[src/hw/rtl/cset_pkg.sv]
// shared constants, types and codes for the call stack exclusive time profiler
`default_nettype none
package cset_pkg;

  localparam int ID_W        = 6;
  localparam int TIME_W      = 32;
  localparam int TOTAL_W     = 48;
  localparam int FUNCS       = 1 << ID_W;
  localparam int STACK_DEPTH = 64;
  localparam int LEVEL_W     = $clog2(STACK_DEPTH + 1);
  localparam int SP_W        = (STACK_DEPTH > 1) ? $clog2(STACK_DEPTH) : 1;
  localparam int CF_W        = TIME_W + 1;

  localparam int IN_DATA_W   = ((ID_W + TIME_W + 7) / 8) * 8;
  localparam int OUT_DATA_W  = ((ID_W + TOTAL_W + 7) / 8) * 8;

  typedef logic [ID_W-1:0]    id_t;
  typedef logic [TIME_W-1:0]  time_t;
  typedef logic [TOTAL_W-1:0] total_t;
  typedef logic [TOTAL_W:0]   sum_t;
  typedef logic [CF_W-1:0]    cf_t;
  typedef logic [LEVEL_W-1:0] level_t;
  typedef logic [SP_W-1:0]    sp_t;

  localparam total_t TOTAL_MAX = {TOTAL_W{1'b1}};

  typedef enum logic [1:0] {
    ST_OK        = 2'd0,
    ST_OVERFLOW  = 2'd1,
    ST_UNDERFLOW = 2'd2
  } status_t;

  // push / pop request to the id stack
  typedef struct packed {
    logic push;
    logic pop;
    id_t  id;
  } stk_cmd_t;

  // stack condition seen by the event logic
  typedef struct packed {
    logic empty;
    logic full;
    id_t  top;
  } stk_stat_t;

endpackage
`default_nettype wire

[src/hw/rtl/cset_stack.sv]
// id stack: synchronous memory with a cached top and a prefetched second entry
`default_nettype none
module cset_stack (
  input  wire logic                 clk,
  input  wire logic                 rst_n,
  input  wire cset_pkg::stk_cmd_t   cmd,
  output cset_pkg::stk_stat_t       stat
);

  cset_pkg::id_t    mem [cset_pkg::STACK_DEPTH];
  cset_pkg::level_t level_r, level_nxt;
  cset_pkg::id_t    top_r, top_nxt;
  cset_pkg::id_t    under_r;
  cset_pkg::level_t below_lvl;
  cset_pkg::sp_t    rd_addr;
  cset_pkg::sp_t    wr_addr;

  always_comb begin
    level_nxt = level_r;
    top_nxt   = top_r;
    if (cmd.push) begin
      level_nxt = level_r + cset_pkg::level_t'(1);
      top_nxt   = cmd.id;
    end else if (cmd.pop) begin
      level_nxt = level_r - cset_pkg::level_t'(1);
      top_nxt   = under_r;
    end
  end

  // prefetch the entry under the next top so a pop can follow at once
  always_comb begin
    below_lvl = level_nxt - cset_pkg::level_t'(2);
    rd_addr   = (level_nxt >= cset_pkg::level_t'(2)) ? below_lvl[cset_pkg::SP_W-1:0] : '0;
    wr_addr   = level_r[cset_pkg::SP_W-1:0];
  end

  always_ff @(posedge clk) begin
    if (cmd.push) begin
      mem[wr_addr] <= cmd.id;
    end
    under_r <= mem[rd_addr];
  end

  always_ff @(posedge clk) begin
    if (!rst_n) begin
      level_r <= '0;
    end else begin
      level_r <= level_nxt;
    end
  end

  always_ff @(posedge clk) begin
    top_r <= top_nxt;
  end

  assign stat.empty = (level_r == '0);
  assign stat.full  = (level_r == cset_pkg::level_t'(cset_pkg::STACK_DEPTH));
  assign stat.top   = top_r;

endmodule
`default_nettype wire

[config.mk]
export PLATFORM = sky130hd
export DESIGN_NAME = cset_stack
export DESIGN_NICKNAME = d
export VERILOG_FILES = /design/src/hw/rtl/cset_pkg.sv /design/src/hw/rtl/cset_stack.sv
export SDC_FILE = /design/constraint.sdc
export NUM_CORES = 1
export LEC_CHECK = 0
export BUFFER_PORTS_ARGS = -buffer_cell sky130_fd_sc_hd__buf_2
export CELL_PAD_IN_SITES_DETAIL_PLACEMENT = 0
export CELL_PAD_IN_SITES_GLOBAL_PLACEMENT = 1
export CORE_ASPECT_RATIO = 0.5
export CORE_MARGIN = 10
export CORE_UTILIZATION = 57
export DETAILED_ROUTE_END_ITERATION = 10
export GPL_ROUTABILITY_DRIVEN = 0
export PLACE_DENSITY = 0.82
export SLEW_MARGIN = 20
export SYNTH_ARGS = -nofsm -noshare
export SYNTH_HDL_FRONTEND = slang
export SYNTH_SLANG_ARGS = --single-unit
[constraint.sdc]
create_clock -name clk -period 9.36 [get_ports clk]
set_input_delay 1.872 -clock clk [delete_from_list [all_inputs] [get_ports clk]]
set_output_delay 1.872 -clock clk [all_outputs]
set_load 0.02 [all_outputs]
# Yosys cells after proc, flatten, opt, wreduce, memory -nomap -nowiden

Memory sizes are Yosys's and may differ from the RTL's. A register that Yosys moved wholly into a read port is not among the register bits.
Index checks and enable logic that the tools add are counted.

Output and inout bits: 8
Memories kept: 1
Register bits: 13
RAM bits: 384
Input bits: 10

Add/subtract/negate cells: 3
Reduce and logical (&&, ||, !) cells: 2
Equal/unequal tests: 1
Order comparisons: 1
Muxes and demuxes: 7

Memory list:

| memory | words | bits a word | read ports | clocked after memory_dff | write ports | line             | RTL |
|---|---|---|---|---|---|---|---|
| mem    | 64    | 6           | 1          | 1                        | 1           | cset_stack.sv:10 | `cset_pkg::id_t mem [cset_pkg::STACK_DEPTH];` |

Operator list:

| kind                | count |
|---|---|
| $mux 6              | 3 |
| $mux 7              | 2 |
| $add 7x1->7 const B | 1 |
| $eq 7x7->1 const B  | 1 |
| $ge 7x2->1 const B  | 1 |
| $logic_not 7->1     | 1 |
| $sub 7x1->7 const B | 1 |
| $sub 6x2->6 const B | 1 |
| $mux 1              | 2 |
| $reduce_bool 2->1   | 1 |

# Logic depth before layout (Yosys ltp)

Depth after elaboration: 5
Mapped depth: 19

# Worst setup path before layout

OpenSTA, ideal clock, no wires.

Path kind: input port to flip-flop
Start point: input cmd[7] (netlist name)
End point: register under_r[2] (read register of mem)
Library setup time: 116 ps
Arrival: 5,068 ps
Required time: 9,244 ps
Cell stages on the path: 15
Path buffers: 5
Setup slack: 4,176 ps
Cell sequence: buf_4 -> and2_1 -> or3_1 -> clkinv_1 -> clkbuf_1 -> buf_1 -> ha_1 -> clkbuf_1 -> inv_1 -> a22oi_1 -> o221a_2 -> clkbuf_1 -> nand3_1 -> and3_1 -> o211a_1

Word-level cells in the longest chain between the ends: 3

RTL lines:

| element                                          | line                               | RTL |
|---|---|---|
| from (decl)                                      | cset_stack.sv:6                    | `input wire cset_pkg::stk_cmd_t cmd,` |
| $mux 7 *                                         | cset_stack.sv:21                   | `if (cmd.push) begin` |
| $sub 6x2->6 / $ge 7x2->1 (equally long branches) | cset_stack.sv:32, cset_stack.sv:33 |  |
| $mux 6 *                                         | cset_stack.sv:33                   | `rd_addr = (level_nxt >= cset_pkg::level_t'(2)) ? below_lvl[cset_pkg::SP_W-1:0] : '0;` |
| to (decl)                                        | cset_stack.sv:13                   | `cset_pkg::id_t under_r;` |

Every way passes the cells marked *; elsewhere a longest branch is shown, timed or not.
A chain may end at the register's enable or synchronous reset.

# Final worst setup path

Start point: input cmd[7] (netlist name)
End point: register under_r[5] (read register of mem)

Same word-level chain as after synthesis.

==> impl_metrics.toml <==
[logic_synthesis]
yosysWarnings = 0
synth_area_leaders = "edfxtp_1 70%, nand2_1 3.4%, nor2_1 2.7%"
synth_fa_ha_area_share_pct = 0.298
yosys_most_used_dff = "edfxtp_1"
synth_top_family_by_area = "compound AO/OA/AOI/OAI gates"
synth_edf_count = 390
syn_area_per_cell_um2 = 13.8
synthesis.area_mm2 = 0.0168
syn-num-nets = 1232
yosys.cell_types.count = 76
ys_seq_area_share_pct = 71.2
ys_seq_elements = 403
synthSimpleGateAreaFrac_pct = 10.2
netlist.area_leader.share_pct = 69.7
async_flop_share_pct = 0
synthCells = 1218
synth_largest_area_cell = "edfxtp_1"
synth_mux_area_share_pct = 2.09
synthXorXnorAreaFrac_pct = 0.208
synth-compound-area-share_pct = 13.4

[power_and_ir_drop]
sw_frac_of_total_pct = 30.3
peakVddDrop_mv = 0.126
p_comb_share_pct = 21.7
clockPowerShare_pct = 32.6
internal_power_uw = 3120
power_uw = 4480
p_sw_uw = 1360
p_leak_uw = 0.00601
seq_power_share_pct = 45.7
cellPowerDensity_mw_per_mm2 = 244

[detailed_routing]
routed_via_density = 6.87
drt_drc_violations_left = 0
drt_iter0_drc = 1714
wl_per_cell_um = 29.1
dr.pass1.iters = 5
via_count = 11200
ant_nets = 0
wl_um = 47200

[floorplan]
die_w_um = 263
die-area_mm2 = 0.0372
io_pins = 18
row_count = 44
core_area_mm2 = 0.0290
start_util_pct = 58.0
die_h_um = 141

[critical_path]
end_kind = "flop"
path_cells = "buf_2 -> and3b_1 -> or3_1 -> and2_1 -> inv_1 -> ha_1 -> o21a_4 -> o221ai_4 -> buf_4 -> nand2_2 -> buf_4 -> a2111oi_0 -> a2111oi_0 -> a211oi_1 -> nor4_1"
cp_max_fo = 55
cpPeakStageDelay_ps = 900
r2r_slack_ps = 3650
cpLargestDelayFamily = "simple AND/OR/NAND/NOR gates"
crit_path_top_delay_cell = "a2111oi_0"
path_buf_inv = 4
criticalPathCategory = "in2reg"
critPathLaunchType = "input pin"
cp.required_ps = 9810
arrival_ps = 6740

[flow_run]
maxCapViolations = 0

[timing]
slew_viol_final = 0
fin_crit_ps = 6300
worst_slew_pin_slew_ps = 1150
setup_tns_ps = 0
min_period_over_period_pct = 67.3
hold_viol = 0
finalSetupViolCount = 0
rsz0062_at_grt = "no"
skew_ps = 14.9
clock.fmax_mhz = 159
slew_headroom_pct = 23.1

[clock_tree]
path_clk_slew_ps = 70
cts.sinks = 403
hold_buffers = 0
htree_levels = 2
clk_latency_ps = 540
clock-root-buffer = "clkbuf_16"
clockBufferDepth = 3
cts_resized = 0
cts_buffers = 36
cts_tree = "done"
cts_setup_buffers = 0

[finish]
area_growth_pct = 9.12
drive_above_1_share_pct = 9.74
fin_util_pct = 63.2
nNetsFinal = 1227

[placement]
dpl.hpwl_um = 28800
portBuffers = 17

[outcome]
status = "complete, no violations"

[global_routing]
grt_pass1_vias = 10500
grt_pass1_wl_um = 69700
grt_overflow = 0
grt_util_all_layers_pct = 24.8
antenna_found_initial = 2
grt_max_degree = 70

[min_path]
hp-class = "reg2reg"
-- cell usage after synthesis, types with 23 or more instances --
cell / instances
a21oi_1: 31
a31oi_1: 39
and3_1: 23
buf_2: 40
clkbuf_1: 31
edfxtp_1: 390
mux2i_1: 25
nand2_1: 152
nand3_1: 28
nor2_1: 121
o21ai_0: 27
o221ai_1: 33
-- layout by cell type (no fill, tap or decap), types with 12 or more instances in the layout --
master     synthesis  routed
nand2_1          152     150
dfxtp_1           13      13
and3_1            23      23
nor2_1           121     121
a21oi_1           31      31
o21ai_0           27      27
buf_2             40      17
edfxtp_1         390     390
clkbuf_16          0      37
a31oi_1           39      39
o221ai_1          33      33
nor3_1            16      15
buf_4              2      21
mux2i_1           25      25
nand3_1           28      28
o22ai_1           12      12
a211oi_1          12      12
o211a_1           12      12
or3_1             12      12
-- area by class of cell --
| cell class | instances | area [um^2] |
|---|---|---|
| Clock buffer | 43 | 968 |
| Tap cell | 391 | 489 |
| Antenna cell | 1 | 2.50 |
| Multi-Input combinational cell | 722 | 4460 |
| Sequential cell | 403 | 12000 |
| Fill cell | 2117 | 10700 |
| Timing Repair Buffer | 39 | 270 |
| Inverter | 11 | 41.3 |
| Clock inverter | 14 | 148 |
-- kinds of logic after synthesis --
family                     count (synthesis)
DFF                                      403
and+or+nand+nor                          387
adders and majority gates                  4
muxes                                     34
buffers and inverters                     93
AOI/OAI and AO/OA                        293
xor gates and xnor gates                   4
-- stage by stage --
step	instance area, um^2	hold slack (ps)	worst slack [ps]	std cells
finish	18300	620	3060	1624
global route	18300	642	2880	1623
CTS	18300	620	3160	1622
detailed placement	17200	602	2630	1565
global placement	17200	619	2770	1565
floorplan	16800	509	4180	1218
-- power by group through the flow --
stage | Sequential, uW | Combinational [uW] | Clock [uW]
4_1_cts | 2050 | 923 | 1470
2_1_floorplan | 2070 | 594 | 0
3_3_place_gp | 2090 | 904 | 0
3_5_place_dp | 2080 | 919 | 0
6_report | 2050 | 973 | 1460
5_1_grt | 2050 | 1010 | 1550
-- path summary, 6_finish.rpt --
kind	startpoint	endpoint	cells after the start
setup / recovery	cmd[7]	under_r[5]	15
hold / removal	under_r[2]	top_r[2]	1
setup reg to reg	level_r[1]	under_r[5]	15
hold reg to reg	under_r[2]	top_r[2]	1
-- registers in the layout (all words and copies together) (netlist names) --
| name | flops |
|---|---|
| mem | 384 |
| level_r | 7 |
| under_r | 6 |
| top_r | 6 |
-- per-layer routing --
metal	track usage (%)	part of all wire, %	routed length (um)
met5	0	0	0
met4	7.19	2.6	1210
met3	8.65	14	6680
met1	35.1	41	19300
met2	35.7	42	20000
Power figures use the tool's default switching activity.
