## src/hw/rtl/cset_pkg.sv

```systemverilog
// shared constants, types and codes for the call stack exclusive time profiler
`default_nettype none
package cset_pkg;

  localparam int ID_W        = 6;
  localparam int TIME_W      = 32;
  localparam int TOTAL_W     = 48;
  localparam int FUNCS       = 1 << ID_W;
  localparam int STACK_DEPTH = 64;
  localparam int LEVEL_W     = $clog2(STACK_DEPTH + 1);
  localparam int SP_W        = (STACK_DEPTH > 1) ? $clog2(STACK_DEPTH) : 1;
  localparam int CF_W        = TIME_W + 1;

  localparam int IN_DATA_W   = ((ID_W + TIME_W + 7) / 8) * 8;
  localparam int OUT_DATA_W  = ((ID_W + TOTAL_W + 7) / 8) * 8;

  typedef logic [ID_W-1:0]    id_t;
  typedef logic [TIME_W-1:0]  time_t;
  typedef logic [TOTAL_W-1:0] total_t;
  typedef logic [TOTAL_W:0]   sum_t;
  typedef logic [CF_W-1:0]    cf_t;
  typedef logic [LEVEL_W-1:0] level_t;
  typedef logic [SP_W-1:0]    sp_t;

  localparam total_t TOTAL_MAX = {TOTAL_W{1'b1}};

  typedef enum logic [1:0] {
    ST_OK        = 2'd0,
    ST_OVERFLOW  = 2'd1,
    ST_UNDERFLOW = 2'd2
  } status_t;

  // push / pop request to the id stack
  typedef struct packed {
    logic push;
    logic pop;
    id_t  id;
  } stk_cmd_t;

  // stack condition seen by the event logic
  typedef struct packed {
    logic empty;
    logic full;
    id_t  top;
  } stk_stat_t;

endpackage
`default_nettype wire

```

## src/hw/rtl/cset_totals.sv

```systemverilog
// per-function total table: one write port, two registered read ports, valid bits
`default_nettype none
module cset_totals (
  input  wire logic                clk,
  input  wire logic                rst_n,
  input  wire logic                rd_en,
  input  wire cset_pkg::id_t       rd_addr_a,
  input  wire cset_pkg::id_t       rd_addr_b,
  output cset_pkg::total_t         rd_data_a,
  output cset_pkg::total_t         rd_data_b,
  input  wire logic                wr_en,
  input  wire cset_pkg::id_t       wr_addr,
  input  wire cset_pkg::total_t    wr_data
);

  cset_pkg::total_t           mem [cset_pkg::FUNCS];
  logic [cset_pkg::FUNCS-1:0] valid_r;
  cset_pkg::total_t           rd_a_r, rd_b_r;
  logic                       va_r, vb_r;

  always_ff @(posedge clk) begin
    if (wr_en) begin
      mem[wr_addr] <= wr_data;
    end
    if (rd_en) begin
      rd_a_r <= mem[rd_addr_a];
      rd_b_r <= mem[rd_addr_b];
      va_r   <= valid_r[rd_addr_a];
      vb_r   <= valid_r[rd_addr_b];
    end
  end

  always_ff @(posedge clk) begin
    if (!rst_n) begin
      valid_r <= '0;
    end else if (wr_en) begin
      valid_r[wr_addr] <= 1'b1;
    end
  end

  // entries never written read as zero
  assign rd_data_a = va_r ? rd_a_r : '0;
  assign rd_data_b = vb_r ? rd_b_r : '0;

endmodule
`default_nettype wire

```

## config.mk

```make
export PLATFORM = sky130hd
export DESIGN_NAME = cset_totals
export DESIGN_NICKNAME = d
export VERILOG_FILES = /design/src/hw/rtl/cset_pkg.sv /design/src/hw/rtl/cset_totals.sv
export SDC_FILE = /design/constraint.sdc
export NUM_CORES = 2
export LEC_CHECK = 0
export BUFFER_PORTS_ARGS = -buffer_cell sky130_fd_sc_hd__clkbuf_2
export CAP_MARGIN = 20
export CELL_PAD_IN_SITES_DETAIL_PLACEMENT = 0
export CELL_PAD_IN_SITES_GLOBAL_PLACEMENT = 2
export CORE_MARGIN = 5
export CORE_UTILIZATION = 45
export CTS_BUF_LIST = sky130_fd_sc_hd__clkbuf_4
export CTS_CLUSTER_DIAMETER = 30
export DETAILED_ROUTE_END_ITERATION = 7
export GPL_ROUTABILITY_DRIVEN = 0
export PLACE_DENSITY_LB_ADDON = 0.1
export SLEW_MARGIN = 25
export SYNTH_ARGS = -nofsm -noshare
export SYNTH_HDL_FRONTEND = slang
export SYNTH_SLANG_ARGS = --single-unit
export TNS_END_PERCENT = 30
```

## constraint.sdc

```tcl
create_clock -name clk -period 6 [get_ports clk]
set_clock_uncertainty 0.2 [all_clocks]
set_input_delay 1.2 -clock clk [delete_from_list [all_inputs] [get_ports clk]]
set_output_delay 1.2 -clock clk [all_outputs]
set_load 0.005 [all_outputs]
```

* Word level (Yosys, flattened, before mapping)
Memories as Yosys holds them, arrays and structs flattened. A register that Yosys moved wholly into a read port is not among the register bits.
Index checks and enable logic that the tools add are counted.
** Storage, ports and cells
- Register bits :: 66
- Bits in latches :: 0
- RAM bits :: 3072
- Bits in read-only memories :: 0
- Input bits :: 70
- Output and inout bits :: 96
- Logic and storage cells :: 20
- Memories :: 1
** Memory list
- mem :: depth 64, width 48, read ports 2, clocked after memory_dff 2, wr ports 1, RTL line cset_totals.sv:16 : cset_pkg::total_t mem [cset_pkg::FUNCS];
** Operators by class
- Add/sub/neg operators :: 0
- Multipliers :: 0
- Divide/modulo/power cells :: 0
- $lt $le $gt $ge :: 4
- Equality and inequality tests :: 0
- Shifts and indexed selects :: 0
- Muxes and demuxes :: 10
- Bitwise operators :: 1
- Reduce and logical (&&, ||, !) cells :: 1
** Operators by type and width (count)
- $mux 48 :: 2
- $or 64x64->64 :: 1
- $lt 6x7->1 const B :: 3
- $bmux 1 s6 :: 2
- $demux 1 s6 :: 1
- $ge 6x1->1 const B :: 1
- $mux 1 :: 5
- $logic_and 1x1->1 :: 1

* Longest topological paths before layout
- Word-level depth :: 5
- Depth in mapped cells :: 11
- Depth with buffers taken out :: 5

* Least setup slack after synthesis
No wires, ideal clock.
- Kind :: in2reg
- Start :: input port wr_en
- End :: memory mem[40][0] (netlist name), enable pin
- Data arrival time :: 5007 ps
- Data required time :: 5285 ps
- Setup slack :: 278 ps
- Cell stages on the path :: 3
- Cell sequence :: nor2b_1 -> nand3_1 -> nor3_1
** Between the ends
- Cells in the longest elaborated chain, start to end :: 2
** RTL lines
- start: declaration :: RTL line cset_totals.sv:11 : input wire logic wr_en,
- $mux 1 :: RTL line cset_totals.sv:22 : if (wr_en) begin
- $mux 1 (not written as such) :: RTL line cset_totals.sv:23 : mem[wr_addr] <= wr_data;
- end: declaration :: RTL line cset_totals.sv:16
No other way between the ends.

* Worst setup path after layout
- Start :: register va_r
- End :: output port rd_data_a[29]
** Between the ends
- Cells in the longest elaborated chain, start to end :: 1
** RTL lines
- start: declaration :: RTL line cset_totals.sv:19 : logic va_r, vb_r;
- start signal: assignment :: RTL line cset_totals.sv:28 : va_r <= valid_r[rd_addr_a];
- $mux 48 :: RTL line cset_totals.sv:42 : assign rd_data_a = va_r ? rd_a_r : '0;
- end: declaration :: RTL line cset_totals.sv:9 : output cset_pkg::total_t rd_data_a,
No other way between the ends.

==> impl_metrics.env <==
export IMPL_postSynthCellCount=7246
export IMPL_die_area_mm2=0.338
export IMPL_initial_utilization_pct=45.2
export IMPL_drv_cap=0
export IMPL_wire_per_inst_um=43.1
export IMPL_dr_wl_met2_um=267000
export IMPL_die_w_um=581
export IMPL_worst_hold_path_num_cells=1
export IMPL_ys_seq_elements=3234
export IMPL_cts_root_buffer_cell="clkbuf_4"
export IMPL_yosys_warnings=0
export IMPL_synth_nets=7316
export IMPL_area_growth_pct=14.1
export IMPL_grt_usage_pct=33.1
export IMPL_hold_start="wr_data[18]"
export IMPL_drt_first_pass_iters=5
export IMPL_r2r_start="mem[47][8]$_DFFE_PP_"
export IMPL_avgViaCountPerCell=6.87
export IMPL_clk_latency_ns=1.67
export IMPL_die_h_um=581
export IMPL_top_layer_used="met5"
export IMPL_syn_area_mm2=0.147
export IMPL_cp_data_arrival_time_ns=3.48
export IMPL_synth_cell_types=41
export IMPL_path_clk_slew_ns=0.07
export IMPL_async_flop_share_pct=0
export IMPL_critPathMaxFanout=26
export IMPL_grt_overflow=0
export IMPL_grt_setup_unrepaired="false"
export IMPL_power_density_mw_per_mm2=296
export IMPL_met3_wirelength_um=60400
export IMPL_vias=90533
export IMPL_yosysSeqAreaShare_pct=65.8
export IMPL_core_area_mm2=0.325
export IMPL_p_leak_nw=54.2
export IMPL_routed_wirelength_um=567000
export IMPL_min_to="mem[32][18]$_DFFE_PP_"
export IMPL_rows=209
export IMPL_yosys_area_top_type_share_pct=64.9
export IMPL_syn_area_per_cell_um2=20.2
export IMPL_yosysTopAreaCell="edfxtp_1"
export IMPL_post_cts_setup_buffer_count=0
export IMPL_hold_path_class="in -> reg"
export IMPL_total_power_mw=49.6
export IMPL_setup_viol=0
export IMPL_synth_commonest_cells="edfxtp_1 (3170), mux4_2 (1544), mux2i_1 (340)"
export IMPL_end_kind="output port"
export IMPL_setup_tns_ns=0
export IMPL_maxSlewHeadroom_pct=22.2
export IMPL_worst_slew_pin_slew_ns=1.17
export IMPL_boundaryPins=166
export IMPL_crit_required_ns=4.60
export IMPL_cts_tree="built"
export IMPL_post_route_period_util_pct=81.4
export IMPL_outcome="finished clean"
export IMPL_fmax_mhz=205
export IMPL_cts_buffers=886
export IMPL_drc_errors=0
export IMPL_synth_main_ff_cell="edfxtp_1"
export IMPL_first_iter_violations=12376
export IMPL_critical_path_class="reg -> out"
export IMPL_grt_pass1_vias=91357
export IMPL_htreeDepth=6
export IMPL_antenna_found_initial=41
export IMPL_ant_nets=0
export IMPL_cts_sinks=3234
export IMPL_synth_area_leaders="edfxtp_1 (65%), mux4_2 (24%), mux2i_1 (2.3%)"
export IMPL_dp_slack_ns=1.15
export IMPL_port_buffers=165
export IMPL_cts_buffer_depth=4
export IMPL_synth_edf_count=3170
export IMPL_rrSetupSlack_ns=3.26
export IMPL_grt_pass1_wl_um=767000
export IMPL_rr_worst_depth=5
export IMPL_grt_max_degree=96
export IMPL_vdd_drop_max_uv=180
export IMPL_hold_violations=0
export IMPL_post_route_min_period_ns=4.88
export IMPL_reg2reg_to="rd_b_r[8]$_DFFE_PP_"
export IMPL_cp_start_kind="flop"
export IMPL_drv_slew=0
export IMPL_dp_hpwl_um=314000
export IMPL_synth_most_common_cell="edfxtp_1"
export IMPL_drive_above_1_share_pct=40.6
export IMPL_met1_length_um=213000
export IMPL_setup_slack_ns=1.12
export IMPL_nNetsFinal=8201
## metrics by stage
step / utilization [%] / hold slack [ns] / instances / cell area (um^2)
2_1_floorplan: - / 0.252 / 7246 / 147000
3_5_place_dp: 47.9 / 0.269 / 11518 / 155000
4_1_cts: 51.5 / 0.0180 / 13118 / 167000
3_3_place_gp: 47.8 / 0.259 / 11510 / 155000
5_1_grt: 51.6 / 0.0620 / 13148 / 167000
6_report: 51.6 / 0.0748 / 13171 / 167000
## critical path, stage by stage, from the launching register on
cell and delay (ns):
edfxtp_1 0.33, buf_4 0.50, buf_4 0.58, and2_1 0.22, clkbuf_2 0.13
## routing by layer
| metal | vias to the layer above | track usage, % |
|---|---|---|
| met5 | - | 0 |
| met4 | 18 | 14.2 |
| met3 | 1281 | 7.77 |
| met2 | 6095 | 52.1 |
| met1 | 49035 | 44.7 |
| li1 | 34104 | - |
## layout make-up
cell class	instances	area, um^2
Tap cell	4325	5410
Antenna cell	29	72.6
Clock buffer	1242	9320
Sequential cell	3234	96500
Multi-Input combinational cell	3423	48100
Fill cell	26310	157000
Timing Repair Buffer	586	6020
Clock inverter	332	2110
## flip-flops by register name (all words and copies together), names as in the netlist
name	cells
rd_a_r	48
vb_r	1
rd_b_r	48
va_r	1
valid_r	64
mem	3072
## logic make-up after synthesis
kind of cell | count (synthesis) | share of synthesized area (%)
AOI/OAI and AO/OA | 937 | 4.33
buffers and inverters | 589 | 1.90
DFF | 3234 | 65.8
muxes | 1902 | 26.2
and+or+nand+nor | 584 | 1.85
## what timing repair did
| item | 4_1_cts | 5_1_grt |
|---|---|---|
| hold buffers | 26 | 23 |
| endpoints found under the hold margin | 1429 | 1472 |
| gates resized for setup | 0 | 0 |
## layout by cell type, fill, tap and decap left out, types with 7 or more instances in the layout
cell	instances
edfxtp_1	3170
nand2_1	117
mux2i_1	340
clkinv_1	192
a22oi_1	40
inv_6	11
nor2_1	186
clkbuf_2	114
o22ai_1	175
o21ai_0	173
o21a_1	64
dfxtp_1	64
o211a_1	17
bufinv_16	24
clkinvlp_4	9
buf_12	133
nand2b_1	14
nand3b_1	7
a211oi_1	8
a31oi_1	8
nor2_4	62
inv_2	9
nor3_1	9
dlygate4sd3_1	49
o221ai_1	84
and2_1	99
nor2b_1	28
a221oi_1	166
a21oi_1	167
diode_2	29
nand3_1	18
clkbuf_4	1255
clkinv_4	7
mux4_2	1544
mux2_2	18
buf_4	260
clkinv_2	79
## report_power, final
part	switching (mW)	internal, mW
sequential	0.144	25.0
clock	9.69	10.6
combinational	2.56	1.58
## worst max path at each step
stage	to	start	cells after the start
after floorplan	mem[40][0]$_DFFE_PP_	wr_en	3
after global placement	rd_b_r[8]$_DFFE_PP_	rd_addr_b[0]	8
after detailed placement	rd_b_r[8]$_DFFE_PP_	rd_addr_b[0]	8
after CTS	rd_data_a[23]	va_r$_DFFE_PP_	4
after global routing	rd_data_a[23]	va_r$_DFFE_PP_	4
final	rd_data_a[29]	va_r$_DFFE_PP_	4
No activity file was read; power rests on OpenSTA's default activity.
